<file path="config.mk">
export PLATFORM = sky130hd
export DESIGN_NAME = tcp_option_parser_core
export DESIGN_NICKNAME = d
export VERILOG_FILES = /design/src/rtl/tcpop_pkg.sv /design/src/rtl/tcpop_parser.sv /design/src/rtl/tcpop_fifo.sv /design/src/rtl/tcp_option_parser_core.sv
export SDC_FILE = /design/constraint.sdc
export NUM_CORES = 1
export LEC_CHECK = 0
export BUFFER_PORTS_ARGS = -buffer_cell sky130_fd_sc_hd__buf_2
export CAP_MARGIN = 20
export CORE_MARGIN = 5
export CORE_UTILIZATION = 40
export CTS_CLUSTER_SIZE = 20
export DETAILED_ROUTE_END_ITERATION = 7
export GPL_ROUTABILITY_DRIVEN = 0
export MAX_ROUTING_LAYER = met4
export SKIP_CTS_REPAIR_TIMING = 1
export SKIP_LAST_GASP = 1
export SLEW_MARGIN = 20
export SYNTH_ARGS = -nofsm -noshare
export SYNTH_HDL_FRONTEND = slang
export SYNTH_SLANG_ARGS = --single-unit
</file>
<file path="constraint.sdc">
create_clock -name aclk -period 9.9 [get_ports aclk]
set_input_delay 0.99 -clock aclk [delete_from_list [all_inputs] [get_ports aclk]]
set_output_delay 0.99 -clock aclk [all_outputs]
set_load 0.03 [all_outputs]
</file>
<file path="src/rtl/tcpop_pkg.sv">
// Package for the TCP options area parser: transfer payload types and constants.
// No dependencies; imported by every module of the block.
package tcpop_pkg;

    localparam int MAX_ENTRIES    = 31;
    localparam int MAX_AREA_BYTES = 40;
    localparam int FIFO_DEPTH     = 4;
    localparam int FIFO_PTR_W     = $clog2(FIFO_DEPTH);
    localparam int FIFO_CNT_W     = $clog2(FIFO_DEPTH + 1);

    // entry codes
    localparam logic [2:0] ENT_NOP  = 3'd0;
    localparam logic [2:0] ENT_MSS  = 3'd1;
    localparam logic [2:0] ENT_WS   = 3'd2;
    localparam logic [2:0] ENT_SACK = 3'd3;
    localparam logic [2:0] ENT_TS   = 3'd4;

    // option kinds
    localparam logic [7:0] KIND_EOL  = 8'd0;
    localparam logic [7:0] KIND_NOP  = 8'd1;
    localparam logic [7:0] KIND_MSS  = 8'd2;
    localparam logic [7:0] KIND_WS   = 8'd3;
    localparam logic [7:0] KIND_SACK = 8'd4;
    localparam logic [7:0] KIND_TS   = 8'd8;

    typedef struct packed {
        logic       start_req;
        logic [5:0] area_length;
        logic [7:0] option_byte;
    } in_t;

    typedef struct packed {
        logic        is_summary;
        logic [2:0]  entry_code;
        logic [15:0] mss;
        logic        mss_present;
        logic [7:0]  wscale_shift;
        logic        wscale_present;
        logic        sack_permitted;
        logic        timestamp_present;
        logic        timestamp_nonzero;
        logic [4:0]  entry_count;
    } res_t;

    // results raised by one input transfer
    typedef struct packed {
        logic ent_valid;
        logic sum_valid;
    } push_t;

endpackage

</file>
<file path="src/rtl/tcpop_parser.sv">
// Option parse state and per-byte next-state logic of the TCP options parser.
// Depends on tcpop_pkg; gives at most an entry and a summary per byte.
module tcpop_parser (
    input  logic            aclk,
    input  logic            aresetn,
    input  logic            step_en,
    input  tcpop_pkg::in_t  in_item,
    output tcpop_pkg::push_t push,
    output tcpop_pkg::res_t ent_res,
    output tcpop_pkg::res_t sum_res
);
    import tcpop_pkg::*;

    localparam logic [2:0] PH_IDLE = 3'd0;
    localparam logic [2:0] PH_KIND = 3'd1;
    localparam logic [2:0] PH_LEN  = 3'd2;
    localparam logic [2:0] PH_BODY = 3'd3;
    localparam logic [2:0] PH_STOP = 3'd4;

    localparam int F_MSS  = 0;
    localparam int F_WS   = 1;
    localparam int F_SACK = 2;
    localparam int F_TS   = 3;
    localparam int F_TSNZ = 4;

    logic [5:0]  bytes_left_reg, bytes_left_next;
    logic [2:0]  phase_reg, phase_next;
    logic [7:0]  kind_reg, kind_next;
    logic [5:0]  len_reg, len_next;
    logic [5:0]  bidx_reg, bidx_next;
    logic [31:0] vs_reg, vs_next;
    logic [15:0] mss_reg, mss_next;
    logic [7:0]  scale_reg, scale_next;
    logic [4:0]  flags_reg, flags_next;
    logic [4:0]  ents_reg, ents_next;

    logic [5:0]  alen_sat;
    logic [7:0]  b;
    logic        fin;
    logic        want_ent;
    logic [2:0]  want_code;
    logic [2:0]  got;
    logic        ent_v;
    logic        sum_v;

    assign b        = in_item.option_byte;
    assign alen_sat = (in_item.area_length > 6'(MAX_AREA_BYTES)) ?
                      6'(MAX_AREA_BYTES) : in_item.area_length;

    always_comb begin
        bytes_left_next = bytes_left_reg;
        phase_next      = phase_reg;
        kind_next       = kind_reg;
        len_next        = len_reg;
        bidx_next       = bidx_reg;
        vs_next         = vs_reg;
        mss_next        = mss_reg;
        scale_next      = scale_reg;
        flags_next      = flags_reg;
        ents_next       = ents_reg;
        fin             = 1'b0;
        want_ent        = 1'b0;
        want_code       = ENT_NOP;
        got             = 3'd0;
        ent_v           = 1'b0;
        sum_v           = 1'b0;

        if (in_item.start_req) begin
            bytes_left_next = alen_sat;
            phase_next      = (alen_sat == 6'd0) ? PH_IDLE : PH_KIND;
            kind_next       = '0;
            len_next        = '0;
            bidx_next       = '0;
            vs_next         = '0;
            mss_next        = '0;
            scale_next      = '0;
            flags_next      = '0;
            ents_next       = '0;
        end

        if (in_item.start_req && alen_sat == 6'd0) begin
            // empty area: summary at once
            sum_v = 1'b1;
        end else if (bytes_left_next != 6'd0 && phase_next != PH_IDLE
                     && phase_next <= PH_STOP) begin
            unique case (phase_next)
                PH_KIND: begin
                    if (b == KIND_EOL) begin
                        phase_next = PH_STOP;
                    end else if (b == KIND_NOP) begin
                        want_ent  = 1'b1;
                        want_code = ENT_NOP;
                    end else if (bytes_left_next <= 6'd1) begin
                        phase_next = PH_STOP;
                    end else begin
                        kind_next  = b;
                        phase_next = PH_LEN;
                    end
                end
                PH_LEN: begin
                    if (b < 8'd2 || {1'b0, b} > ({3'b0, bytes_left_next} + 9'd1)) begin
                        phase_next = PH_STOP;
                    end else begin
                        len_next  = b[5:0];
                        bidx_next = '0;
                        vs_next   = '0;
                        if (b == 8'd2) fin = 1'b1;
                        else           phase_next = PH_BODY;
                    end
                end
                PH_BODY: begin
                    if (bidx_next < 6'd4) vs_next = {vs_next[23:0], b};
                    bidx_next = bidx_next + 6'd1;
                    if ((7'(bidx_next) + 7'd2) >= {1'b0, len_next}) fin = 1'b1;
                end
                default: begin
                end
            endcase

            if (fin) begin
                got = (len_next > 6'd6) ? 3'd4 : 3'(len_next - 6'd2);
                case (kind_next)
                    KIND_MSS: begin
                        if (len_next >= 6'd4) begin
                            case (got)
                                3'd2:    mss_next = vs_next[15:0];
                                3'd3:    mss_next = vs_next[23:8];
                                default: mss_next = vs_next[31:16];
                            endcase
                            flags_next[F_MSS] = 1'b1;
                            want_ent  = 1'b1;
                            want_code = ENT_MSS;
                        end
                    end
                    KIND_WS: begin
                        if (len_next >= 6'd3) begin
                            case (got)
                                3'd1:    scale_next = vs_next[7:0];
                                3'd2:    scale_next = vs_next[15:8];
                                3'd3:    scale_next = vs_next[23:16];
                                default: scale_next = vs_next[31:24];
                            endcase
                            flags_next[F_WS] = 1'b1;
                            want_ent  = 1'b1;
                            want_code = ENT_WS;
                        end
                    end
                    KIND_SACK: begin
                        flags_next[F_SACK] = 1'b1;
                        want_ent  = 1'b1;
                        want_code = ENT_SACK;
                    end
                    KIND_TS: begin
                        flags_next[F_TS]   = 1'b1;
                        flags_next[F_TSNZ] = (len_next >= 6'd10) && (vs_next != 32'd0);
                        want_ent  = 1'b1;
                        want_code = ENT_TS;
                    end
                    default: begin
                    end
                endcase
                phase_next = PH_KIND;
            end

            if (want_ent && ents_next < 5'(MAX_ENTRIES)) begin
                ents_next = ents_next + 5'd1;
                ent_v     = 1'b1;
            end

            bytes_left_next = bytes_left_next - 6'd1;
            if (bytes_left_next == 6'd0) begin
                sum_v      = 1'b1;
                phase_next = PH_IDLE;
            end
        end
    end

    always_comb begin
        ent_res             = '0;
        ent_res.entry_code  = want_code;
        ent_res.entry_count = ents_next;

        sum_res                   = '0;
        sum_res.is_summary        = 1'b1;
        sum_res.mss               = flags_next[F_MSS] ? mss_next : 16'd0;
        sum_res.mss_present       = flags_next[F_MSS];
        sum_res.wscale_shift      = flags_next[F_WS] ? scale_next : 8'd0;
        sum_res.wscale_present    = flags_next[F_WS];
        sum_res.sack_permitted    = flags_next[F_SACK];
        sum_res.timestamp_present = flags_next[F_TS];
        sum_res.timestamp_nonzero = flags_next[F_TSNZ];
        sum_res.entry_count       = ents_next;
    end

    assign push.ent_valid = step_en & ent_v;
    assign push.sum_valid = step_en & sum_v;

    always_ff @(posedge aclk) begin
        if (!aresetn) begin
            bytes_left_reg <= '0;
            phase_reg      <= PH_IDLE;
            kind_reg       <= '0;
            len_reg        <= '0;
            bidx_reg       <= '0;
            vs_reg         <= '0;
            mss_reg        <= '0;
            scale_reg      <= '0;
            flags_reg      <= '0;
            ents_reg       <= '0;
        end else if (step_en) begin
            bytes_left_reg <= bytes_left_next;
            phase_reg      <= phase_next;
            kind_reg       <= kind_next;
            len_reg        <= len_next;
            bidx_reg       <= bidx_next;
            vs_reg         <= vs_next;
            mss_reg        <= mss_next;
            scale_reg      <= scale_next;
            flags_reg      <= flags_next;
            ents_reg       <= ents_next;
        end
    end

`ifndef NO_ASSERTIONS
    // an open area always has bytes outstanding
    a_open_has_bytes: assert property (@(posedge aclk) disable iff (!aresetn)
        phase_reg != PH_IDLE |-> bytes_left_reg != 6'd0)
        else $error("parse phase open with no bytes left");

    // a summary closes the area
    a_summary_closes: assert property (@(posedge aclk) disable iff (!aresetn)
        push.sum_valid |=> (phase_reg == PH_IDLE && bytes_left_reg == 6'd0))
        else $error("area still open after summary");

    a_entry_limit: assert property (@(posedge aclk) disable iff (!aresetn)
        push.ent_valid |-> ent_res.entry_count <= 5'(MAX_ENTRIES)
                           && ent_res.entry_count != 5'd0)
        else $error("entry count out of range");
`endif

endmodule

</file>
<file path="src/rtl/tcpop_fifo.sv">
// Result queue of the TCP options parser: takes up to two results a cycle, gives one while m_ready is high.
// Depends on tcpop_pkg for the result type and depth.
module tcpop_fifo (
    input  logic             aclk,
    input  logic             aresetn,
    input  tcpop_pkg::push_t push,
    input  tcpop_pkg::res_t  ent_res,
    input  tcpop_pkg::res_t  sum_res,
    output logic             has_room,
    output logic             m_valid,
    input  logic             m_ready,
    output tcpop_pkg::res_t  m_data
);
    import tcpop_pkg::*;

    res_t                  mem [FIFO_DEPTH];
    logic [FIFO_PTR_W-1:0] wr_ptr_reg, wr_ptr_next;
    logic [FIFO_PTR_W-1:0] rd_ptr_reg, rd_ptr_next;
    logic [FIFO_CNT_W-1:0] count_reg, count_next;

    logic                  w0_valid;
    logic                  w1_valid;
    res_t                  w0_data;
    logic                  pop;
    logic [FIFO_CNT_W-1:0] n_push;

    assign w0_valid = push.ent_valid | push.sum_valid;
    assign w1_valid = push.ent_valid & push.sum_valid;
    assign w0_data  = push.ent_valid ? ent_res : sum_res;
    assign n_push   = FIFO_CNT_W'(w0_valid) + FIFO_CNT_W'(w1_valid);

    assign m_valid  = (count_reg != '0);
    assign m_data   = mem[rd_ptr_reg];
    assign pop      = m_valid & m_ready;
    assign has_room = (count_reg <= FIFO_CNT_W'(FIFO_DEPTH - 2));

    assign wr_ptr_next = wr_ptr_reg + FIFO_PTR_W'(n_push);
    assign rd_ptr_next = rd_ptr_reg + FIFO_PTR_W'(pop);
    assign count_next  = count_reg + n_push - FIFO_CNT_W'(pop);

    always_ff @(posedge aclk) begin
        if (!aresetn) begin
            wr_ptr_reg <= '0;
            rd_ptr_reg <= '0;
            count_reg  <= '0;
        end else begin
            wr_ptr_reg <= wr_ptr_next;
            rd_ptr_reg <= rd_ptr_next;
            count_reg  <= count_next;
        end
    end

    always_ff @(posedge aclk) begin
        if (w0_valid) mem[wr_ptr_reg] <= w0_data;
        if (w1_valid) mem[wr_ptr_reg + FIFO_PTR_W'(1)] <= sum_res;
    end

`ifndef NO_ASSERTIONS
    a_no_overflow: assert property (@(posedge aclk) disable iff (!aresetn)
        w0_valid |-> count_reg <= FIFO_CNT_W'(FIFO_DEPTH - 2))
        else $error("result queue written without room");

    a_count_bound: assert property (@(posedge aclk) disable iff (!aresetn)
        count_reg <= FIFO_CNT_W'(FIFO_DEPTH))
        else $error("result queue count out of range");

    // head result held while the receiver stalls
    a_head_held: assert property (@(posedge aclk) disable iff (!aresetn)
        (m_valid && !m_ready) |=> (m_valid && $stable(m_data)))
        else $error("result changed before its transfer");
`endif

endmodule

</file>
<file path="src/rtl/tcp_option_parser_core.sv">
// TCP options area parser, top level: input/output handshakes and result queue.
// Depends on tcpop_pkg, tcpop_parser and tcpop_fifo.
//
// Usage:
//   s_* channel: one options byte per transfer. start_req marks the first byte of
//     an area and carries area_length (saturated to 40; 0 gives an empty summary).
//   m_* channel: results. Each recognised option gives an entry transfer as its
//     last byte is taken (up to 31 per area); the last byte of the area is
//     followed by a summary transfer with MSS, window scale and flags.
//   Throughput: one byte per cycle while s_ready is high. Parsing is a single pass
//     of logic between the parse state registers and a four-entry result queue.
//   Output: a byte transfer that raises a result writes it into the queue, and m_valid is high the cycle after.
//   Stall: s_ready drops while the queue has fewer than two free slots, since
//     one byte may raise both an entry and the summary. The queue drains one
//     result a cycle, so even with m_ready held high the input pauses when
//     such double-result bytes come close together (e.g. one-byte areas).
//   Reset: aresetn (synchronous, active low) closes any open area and empties
//     the queue; bytes without start_req outside an area are dropped.
module tcp_option_parser_core (
    input  logic            aclk,
    input  logic            aresetn,
    input  logic            s_valid,
    output logic            s_ready,
    input  tcpop_pkg::in_t  s_data,
    output logic            m_valid,
    input  logic            m_ready,
    output tcpop_pkg::res_t m_data
);
    import tcpop_pkg::*;

    logic  s_xfer;
    logic  has_room;
    push_t push;
    res_t  ent_res;
    res_t  sum_res;

    // input transfer advances the parse state
    assign s_ready = has_room;
    assign s_xfer  = s_valid & s_ready;

    tcpop_parser u_parser (
        .aclk    (aclk),
        .aresetn (aresetn),
        .step_en (s_xfer),
        .in_item (s_data),
        .push    (push),
        .ent_res (ent_res),
        .sum_res (sum_res)
    );

    // entry first, summary second, in queue order
    tcpop_fifo u_fifo (
        .aclk     (aclk),
        .aresetn  (aresetn),
        .push     (push),
        .ent_res  (ent_res),
        .sum_res  (sum_res),
        .has_room (has_room),
        .m_valid  (m_valid),
        .m_ready  (m_ready),
        .m_data   (m_data)
    );

`ifndef NO_ASSERTIONS
    // results only appear after an input transfer
    a_push_needs_xfer: assert property (@(posedge aclk) disable iff (!aresetn)
        (push.ent_valid || push.sum_valid) |-> s_xfer)
        else $error("result raised without input transfer");

    a_valid_after_push: assert property (@(posedge aclk) disable iff (!aresetn)
        (push.ent_valid || push.sum_valid) |=> m_valid)
        else $error("queued result not offered");

    a_start_empty: assert property (@(posedge aclk) disable iff (!aresetn)
        (s_xfer && s_data.start_req && s_data.area_length == 6'd0) |-> push.sum_valid
            && !push.ent_valid)
        else $error("empty area did not give a lone summary");
`endif

endmodule
</file>
==> summary.md, run 1 <==
| Metric | Value |
|---|---|
| Worst Hold Class | `flip-flop to flip-flop` |
| Setup CP Type | `primary input to flip-flop` |
| Grt ovf | `0` |
| All-Layer GR Usage | `0.1931` |
| Die Span X | `192.3 um` |
| Htree depth | `1` |
| Fin nets | `1358` |
| Clk root buf | `clkbuf_16` |
| Post-synth ARST share | `0` |
| Clk_lat worst skew | `0.54 ns` |
| Share of the synthesized area in the top cell type | `0.3073` |
| Fill cells | `3138` |
| Multi-input gate area | `6357 um2` |
| CP delay by family, top | `compound AO/OA/AOI/OAI gates` |
| RSZ-0062 raised after global routing | `no` |
| Fmax | `139.6 MHz` |
| Yosys warnings | `0` |
| Initial DRC Count | `869` |
| Sequential element share of the synthesized area | `0.4850` |
| Final hold viol count | `0` |
| Crit start category | `primary input` |
| CP required | `10.27 ns` |
| Worst-path fanout max | `65` |
| Layout cell share with drive strength beyond 1 | `0.1614` |
| Worst-path clk slew | `0.06 ns` |
| Setup violators final | `0` |
| Biggest cell delay along the critical path | `0.62 ns` |
| Max-slew headroom | `0.3600` |
| Fin Setup TNS | `0 ns` |
| Io pins | `59` |
| Worst setup margin | `2.735 ns` |
| Num CTS Buffers | `28` |
| Outcome | `finished, final reports clean` |
| Non-filler cells, final | `1775` |
| Final wirelength | `35250 um` |
| Total power draw | `2.890 mW` |
| Slew Limit Fails | `0` |
| DRC | `0` |
| Final period util | `0.7237` |
| Power density over cell area | `195.4 nW/um2` |
| Initial antenna violation count | `1` |
| Maxcap violations | `0` |
| CTS tree | `yes` |
| Ys flop type | `edfxtp_1` |
| Rows | `66` |
| Via Count | `10.17k` |
| WL/cell | `19.86 um` |
| Vert. Die Dim | `192.3 um` |
| CP Cell Sequence | `buf_2, buf_4, inv_1, buf_4, nor3b_1, a21oi_1, nor3_1, xor2_1, ha_1, a211o_1, a21oi_1, o21ai_1, a211o_1, o31ai_1, o21ai_0, o21a_1, nor3_4, inv_1, ha_1, or3_1, and2_1, a221o_1, nor2_1` |
| Top cells by area, synth | `edfxtp_1 31%, dfxtp_1 18%, mux4_2 6.4%, nor2_1 6.0%, a22oi_1 3.2%` |
| Leak pwr | `4.793 nW` |
| Post-synth EDFFs | `136` |
| Drt first pass iters | `6` |
| Max reg flops | `152` |
| Gate Count Post-Synth | `1293` |
| Crit path buf inv count | `5` |
| CP endpoint kind | `flip-flop` |
| Net Count, Synth | `1341` |
| CTS Sinks | `254` |
| Sequential cell area | `6451 um2` |
| Synth area leader | `edfxtp_1` |
| Worst-margin pin slew | `0.9597 ns` |
| Longest Clk Path Bufs | `3` |
| Die area | `36970 um2` |
| Most common cell after layout, fill and taps aside | `nor2_1` |
| Netlist Area Pre-Place | `13290 um2` |
| Commonest non-fill, non-tap cells in the layout | `210 x nor2_1, 136 x edfxtp_1, 116 x dfxtp_1` |
| Largest net degree at the start of global routing | `66` |
| Worst EP arrival | `7.54 ns` |
| Number of global-route vias before repair | `9633` |
| P&R area growth vs syn | `11.27%` |
| Post-layout util | `0.4523` |
| Synth Register Bits | `254` |
| Antenna-violating nets left | `0` |
| First-pass GRT wire length | `55520 um` |
| Post-Route Skew | `0.01977 ns` |
| Placed insts | `1722` |
| Initial core utilization | `0.4065` |
| Final min period | `7.165 ns` |
| IO buf count | `58` |
| DR vias/cell | `5.730` |
| Synth unique cells | `82` |
| Maximum VDD drop | `110.2 uV` |
| Critical path's slowest cell | `a221o_1` |
| Worst slack, placed | `2.342 ns` |
| Dpl hpwl | `23640 um` |
| Area of the core | `32700 um2` |
| Synth Area per Inst | `10.28 um2` |
area by class of cell:
type	instances	area share
clock buffers	35	0.05127
multi-input cells	922	0.4299
flip-flops and latches	254	0.4362
repair buffers	73	0.02724
well taps	442	0.03739
clock inverters	17	0.009983
diodes	1	0.0001692
inverters	31	0.007868
path summary, 6_finish.rpt:
path,from,to,slack [ns],cells past startpoint
worst max-delay path,s_data[14],u_fifo.mem[0][30],2.74,23
worst min-delay path,u_fifo.mem[1][37],u_fifo.mem[1][37],0.44,2
worst max register to register,u_parser.bytes_left_reg[0],u_fifo.mem[0][30],3.39,20
worst min register to register,u_fifo.mem[1][37],u_fifo.mem[1][37],0.44,2
synth_stat cells (13+ instances only):
cell type and n:
inv_1 29, a21oi_1 63, nand3_1 32, a22o_1 28, and3_1 15, o21ai_0 38, nor4_1 13, dfxtp_1 118
nor2b_1 23, nor2_1 213, buf_2 16, nor3b_1 13, a22oi_1 56, edfxtp_1 136, xnor2_1 21, and2_1 15
clkbuf_1 55, nor3_1 30, ha_1 28, nand2_1 88, mux4_2 38
power by group:
part           leakage, nW  internal, mW  switching (mW)
Clock                0.446         0.596           0.434
Combinational         2.27         0.261           0.440
Sequential            2.08          1.13          0.0317
kinds of logic (layout without fill, tap and decap cells):
group / after synthesis / count (layout) / share of synthesized area
buffers and inverters: 117 / 156 / 0.03850
and+or+nand+nor: 496 / 496 / 0.1784
xor gates and xnor gates: 29 / 29 / 0.01911
DFF: 254 / 254 / 0.4850
muxes: 61 / 61 / 0.08303
adders and majority gates: 29 / 29 / 0.02786
other: 0 / 1 / 0
AOI/OAI and AO/OA: 307 / 307 / 0.1681
per-stage QoR:
stage                     hold WS (ns)  area (um2)
after global placement          0.4297       13860
after CTS                       0.4449       14770
final                           0.4445       14790
after detailed placement        0.4354       13870
after floorplan                 0.4178       13290
after global routing            0.4554       14790
layer usage:
layer / global-route usage / up-vias / share of wire
met5: - / - / 0
met4: 0.04526 / 0 / 0.019
met3: 0.02605 / 47 / 0.070
met2: 0.3041 / 352 / 0.47
met1: 0.2679 / 4930 / 0.45
li1: - / 4841 / -
tightest hold or removal path, cell delays in order, from the launching register on:
cell	delay, ns
dfxtp_1	0.31
nand2_1	0.05
nand2_1	0.04
Power figures use the tool's default switching activity.
==> run 2, diff against run 1 <==
--- a/config.mk
+++ b/config.mk
@@ -5,6 +5,7 @@
 export SDC_FILE = /design/constraint.sdc
 export NUM_CORES = 1
 export LEC_CHECK = 0
+export ABC_AREA = 1
 export BUFFER_PORTS_ARGS = -buffer_cell sky130_fd_sc_hd__buf_2
 export CAP_MARGIN = 20
 export CORE_MARGIN = 5
==> constraint.sdc (replaced) <==
create_clock -name aclk -period 7.35 [get_ports aclk]
set_input_delay 0.735 -clock aclk [delete_from_list [all_inputs] [get_ports aclk]]
set_output_delay 0.735 -clock aclk [all_outputs]
set_load 0.03 [all_outputs]
==> run 2 against run 1 <==
Highest routed layer unchanged. Largest power group unchanged. Critical path type unchanged. Non-clock buffer count increased by 15. First-iteration DRC count increased by 44%. Clock-buffer cell count increased by 5. Combinational power increased by 94%. Critical endpoint is now u_fifo.mem[3][23].
==> summary.md, run 2 <==
| Metric | Value |
|---|---|
| Power density over cell area | `264.7 nW/um2 (+35%)` |
| Main combinational cell family by area after synthesis | `simple AND/OR/NAND/NOR gates` |
| WL/cell | `16.80 um (-15%)` |
| Share of the synthesized area in the top cell type | `0.2688 (-0.03851)` |
| Initial DRC Count | `1251 (+44%)` |
| Outcome | `finished, final reports clean` |
| CP required | `7.58 ns (-2.69 ns)` |
| Fin Setup TNS | `0 ns (unchanged)` |
| Io pins | `59 (unchanged)` |
| Longest Clk Path Bufs | `3 (unchanged)` |
| Post-synth EDFFs | `136 (unchanged)` |
| Yosys warnings | `0 (unchanged)` |
| Gate Count Post-Synth | `2058 (+59%)` |
| Drt first pass iters | `5 (-1)` |
| Max-slew headroom | `0.3051 (-0.05489)` |
| Worst-path clk slew | `0.06 ns (about the same)` |
| Layout cell share with drive strength beyond 1 | `0.1089 (-0.05255)` |
| Worst Hold Class | `flip-flop to flip-flop` |
| Max reg flops | `152 (unchanged)` |
| Worst EP arrival | `6.53 ns (-1.01 ns)` |
| Synth unique cells | `55 (-33%)` |
| RSZ-0062 raised after global routing | `no` |
| Worst-path fanout max | `24 (-63%)` |
| Worst R2R Start | `u_parser.bytes_left_reg[2]` |
| Slew Limit Fails | `0 (unchanged)` |
| R2R Setup Slk | `1.38 ns (-2.01 ns)` |
| Fmax | `158.8 MHz` |
| Synth area leader | `edfxtp_1` |
| Non-filler cells, final | `2589 (+46%)` |
| CP dominant cell by count | `nand2_1` |
| Hold Path Sink | `u_fifo.mem[2][35]` |
| Final wirelength | `43500 um (+23%)` |
| Leak pwr | `6.967 nW (+45%)` |
| Netlist Area Pre-Place | `15200 um2 (+14%)` |
| Maxcap violations | `0 (unchanged)` |
| Mux contribution to synthesized area | `0 (-0.08303)` |
| P&R area growth vs syn | `10.69%` |
| Ys flop type | `edfxtp_1` |
| Biggest cell delay along the critical path | `0.50 ns (-0.12 ns)` |
| Synth Area per Inst | `7.384 um2 (-28%)` |
| Most common cell in the netlist | `nand2_1` |
| Synth Area in XOR/XNOR | `0.009222 (-0.009888)` |
| Fin nets | `2103 (+55%)` |
| All-Layer GR Usage | `0.2123 (+0.01918)` |
| Post-synth ARST share | `0 (unchanged)` |
| Die area | `41990 um2 (+14%)` |
| Clk root buf | `clkbuf_16` |
| Top cells by area, synth | `edfxtp_1 27%, dfxtp_1 16%, nand2_1 12%, o21ai_0 6.3%, nand3_1 5.3%` |
| Final min period | `6.299 ns` |
| Die Span X | `204.9 um (+6.6%)` |
| Setup CP Type | `primary input to flip-flop` |
| Fill cells | `3794 (+21%)` |
| Area of the core | `37580 um2 (+15%)` |
| Synth Area in Adders | `0.02437 (-0.003492)` |
| Largest net degree at the start of global routing | `83 (+26%)` |
| Post-Route Skew | `0.01425 ns (-0.005513 ns)` |
| Critical path's slowest cell | `nand2_1` |
| Synth Area in Compound Gates | `0.1933 (+0.02520)` |
| Vert. Die Dim | `204.9 um (+6.6%)` |
| Synth Register Bits | `254 (unchanged)` |
| Post-Synth Simple-Gate Area | `0.2682 (+0.08979)` |
| Final hold viol count | `0 (unchanged)` |
| Final period util | `0.8570` |
| Worst-margin pin slew | `1.037 ns (+0.07776 ns)` |
| Sequential element share of the synthesized area | `0.4242 (-0.06078)` |
| Rows | `71 (+7.6%)` |
| CP endpoint kind | `flip-flop` |
| Placed insts | `2535 (+47%)` |
| Number of global-route vias before repair | `13.04k (+35%)` |
| CTS tree | `yes` |
| Grt ovf | `0 (unchanged)` |
| Clk_lat worst skew | `0.58 ns (+0.04 ns)` |
| Initial antenna violation count | `2 (+1)` |
| First-pass GRT wire length | `70770 um (+27%)` |
| Reg2reg end | `u_fifo.mem[3][23]` |
| Commonest non-fill, non-tap cells in the layout | `479 x nand2_1, 211 x nor2_1, 191 x o21ai_0` |
| DR vias/cell | `5.348 (-6.7%)` |
| Hold Path Origin | `u_fifo.mem[2][35]` |
| Maximum VDD drop | `174.1 uV (+58%)` |
| Crit start category | `primary input` |
| Setup violators final | `0 (unchanged)` |
| Top post-synthesis cells by count | `480 x nand2_1, 211 x nor2_1, 191 x o21ai_0` |
| Hold-critical path depth | `2 (unchanged)` |
| Num CTS Buffers | `29 (+3.6%)` |
| Most common cell after layout, fill and taps aside | `nand2_1` |
| Htree depth | `1 (unchanged)` |
| DRC | `0 (unchanged)` |
| Dpl hpwl | `28820 um (+22%)` |
| Via Count | `13.85k (+36%)` |
| Worst r2r path cells | `26 (+30%)` |
| Antenna-violating nets left | `0 (unchanged)` |
| Net Count, Synth | `2106 (+57%)` |
| Initial core utilization | `0.4044 (-0.002062)` |
| CTS Sinks | `254 (unchanged)` |
| IO buf count | `58 (unchanged)` |
-- run 2: power breakdown --
part	internal, mW	total (mW)	switching, mW
sequential	1.59	1.65	0.0535
combinational	0.382	1.36	0.974
clock	0.844	1.45	0.606
-- run 2: per-layer routing --
layer	GRT usage	part of all wire
met5	-	0
met4	0.04952	0.024
met3	0.02754	0.055
met2	0.3357	0.46
met1	0.2930	0.46
-- run 2: area by class of cell --
cell class                 count  area (um2)  area share
antenna                        2       5.005   0.0002976
clock buffer                  40       777.0     0.04619
clock inverter                12       153.9    0.009150
inverter                     185       694.4     0.04129
multi-input combinational   1497        7587      0.4511
sequential                   254        6447      0.3833
tap                          511       639.4     0.03801
timing repair buffer          88       515.5     0.03065
-- run 2: worst max-delay path by stage --
stage | startpoint | slack (ns) | to | depth (start not counted)
detailed placement | s_data[8] | 0.49 | u_fifo.mem[3][20] | 33
CTS | s_data[8] | 1.08 | u_fifo.mem[3][20] | 33
global route | s_data[8] | 0.39 | u_fifo.mem[2][36] | 36
finish | s_data[8] | 1.05 | u_fifo.mem[3][23] | 33
floorplan | s_data[14] | 0.70 | u_fifo.mem[3][36] | 36
global placement | s_data[8] | 0.61 | u_fifo.mem[3][16] | 33
-- run 2: cell families (layout without fill, tap and decap cells) --
group                      Yosys count  after routing
and+or+nand+nor                    945            945
AOI/OAI and AO/OA                  507            507
other                                0              2
buffers and inverters              307            325
adders and majority gates           29             29
xor gates and xnor gates            16             16
DFF                                254            254
-- run 2: critical path: cells and delay by family --
family	cells	cell delay (ns)
simple gates	18	2.69
buf+inv	7	1.47
compound gates	4	0.65
fa+ha+maj	3	0.79
xor+xnor	1	0.16
-- run 2: stage by stage --
stage	instance area [um2]	power [mW]	hold WS, ns	worst slack (ns)	util
finish	16820	4.453	0.4569	1.051	0.4476
global route	16820	4.714	0.4706	0.3934	0.4476
CTS	16810	4.487	0.4548	1.083	0.4475
detailed placement	15880	3.030	0.4389	0.4906	0.4227
global placement	15880	3.006	0.4328	0.6085	0.4225
floorplan	15200	2.669	0.4209	0.6991	-
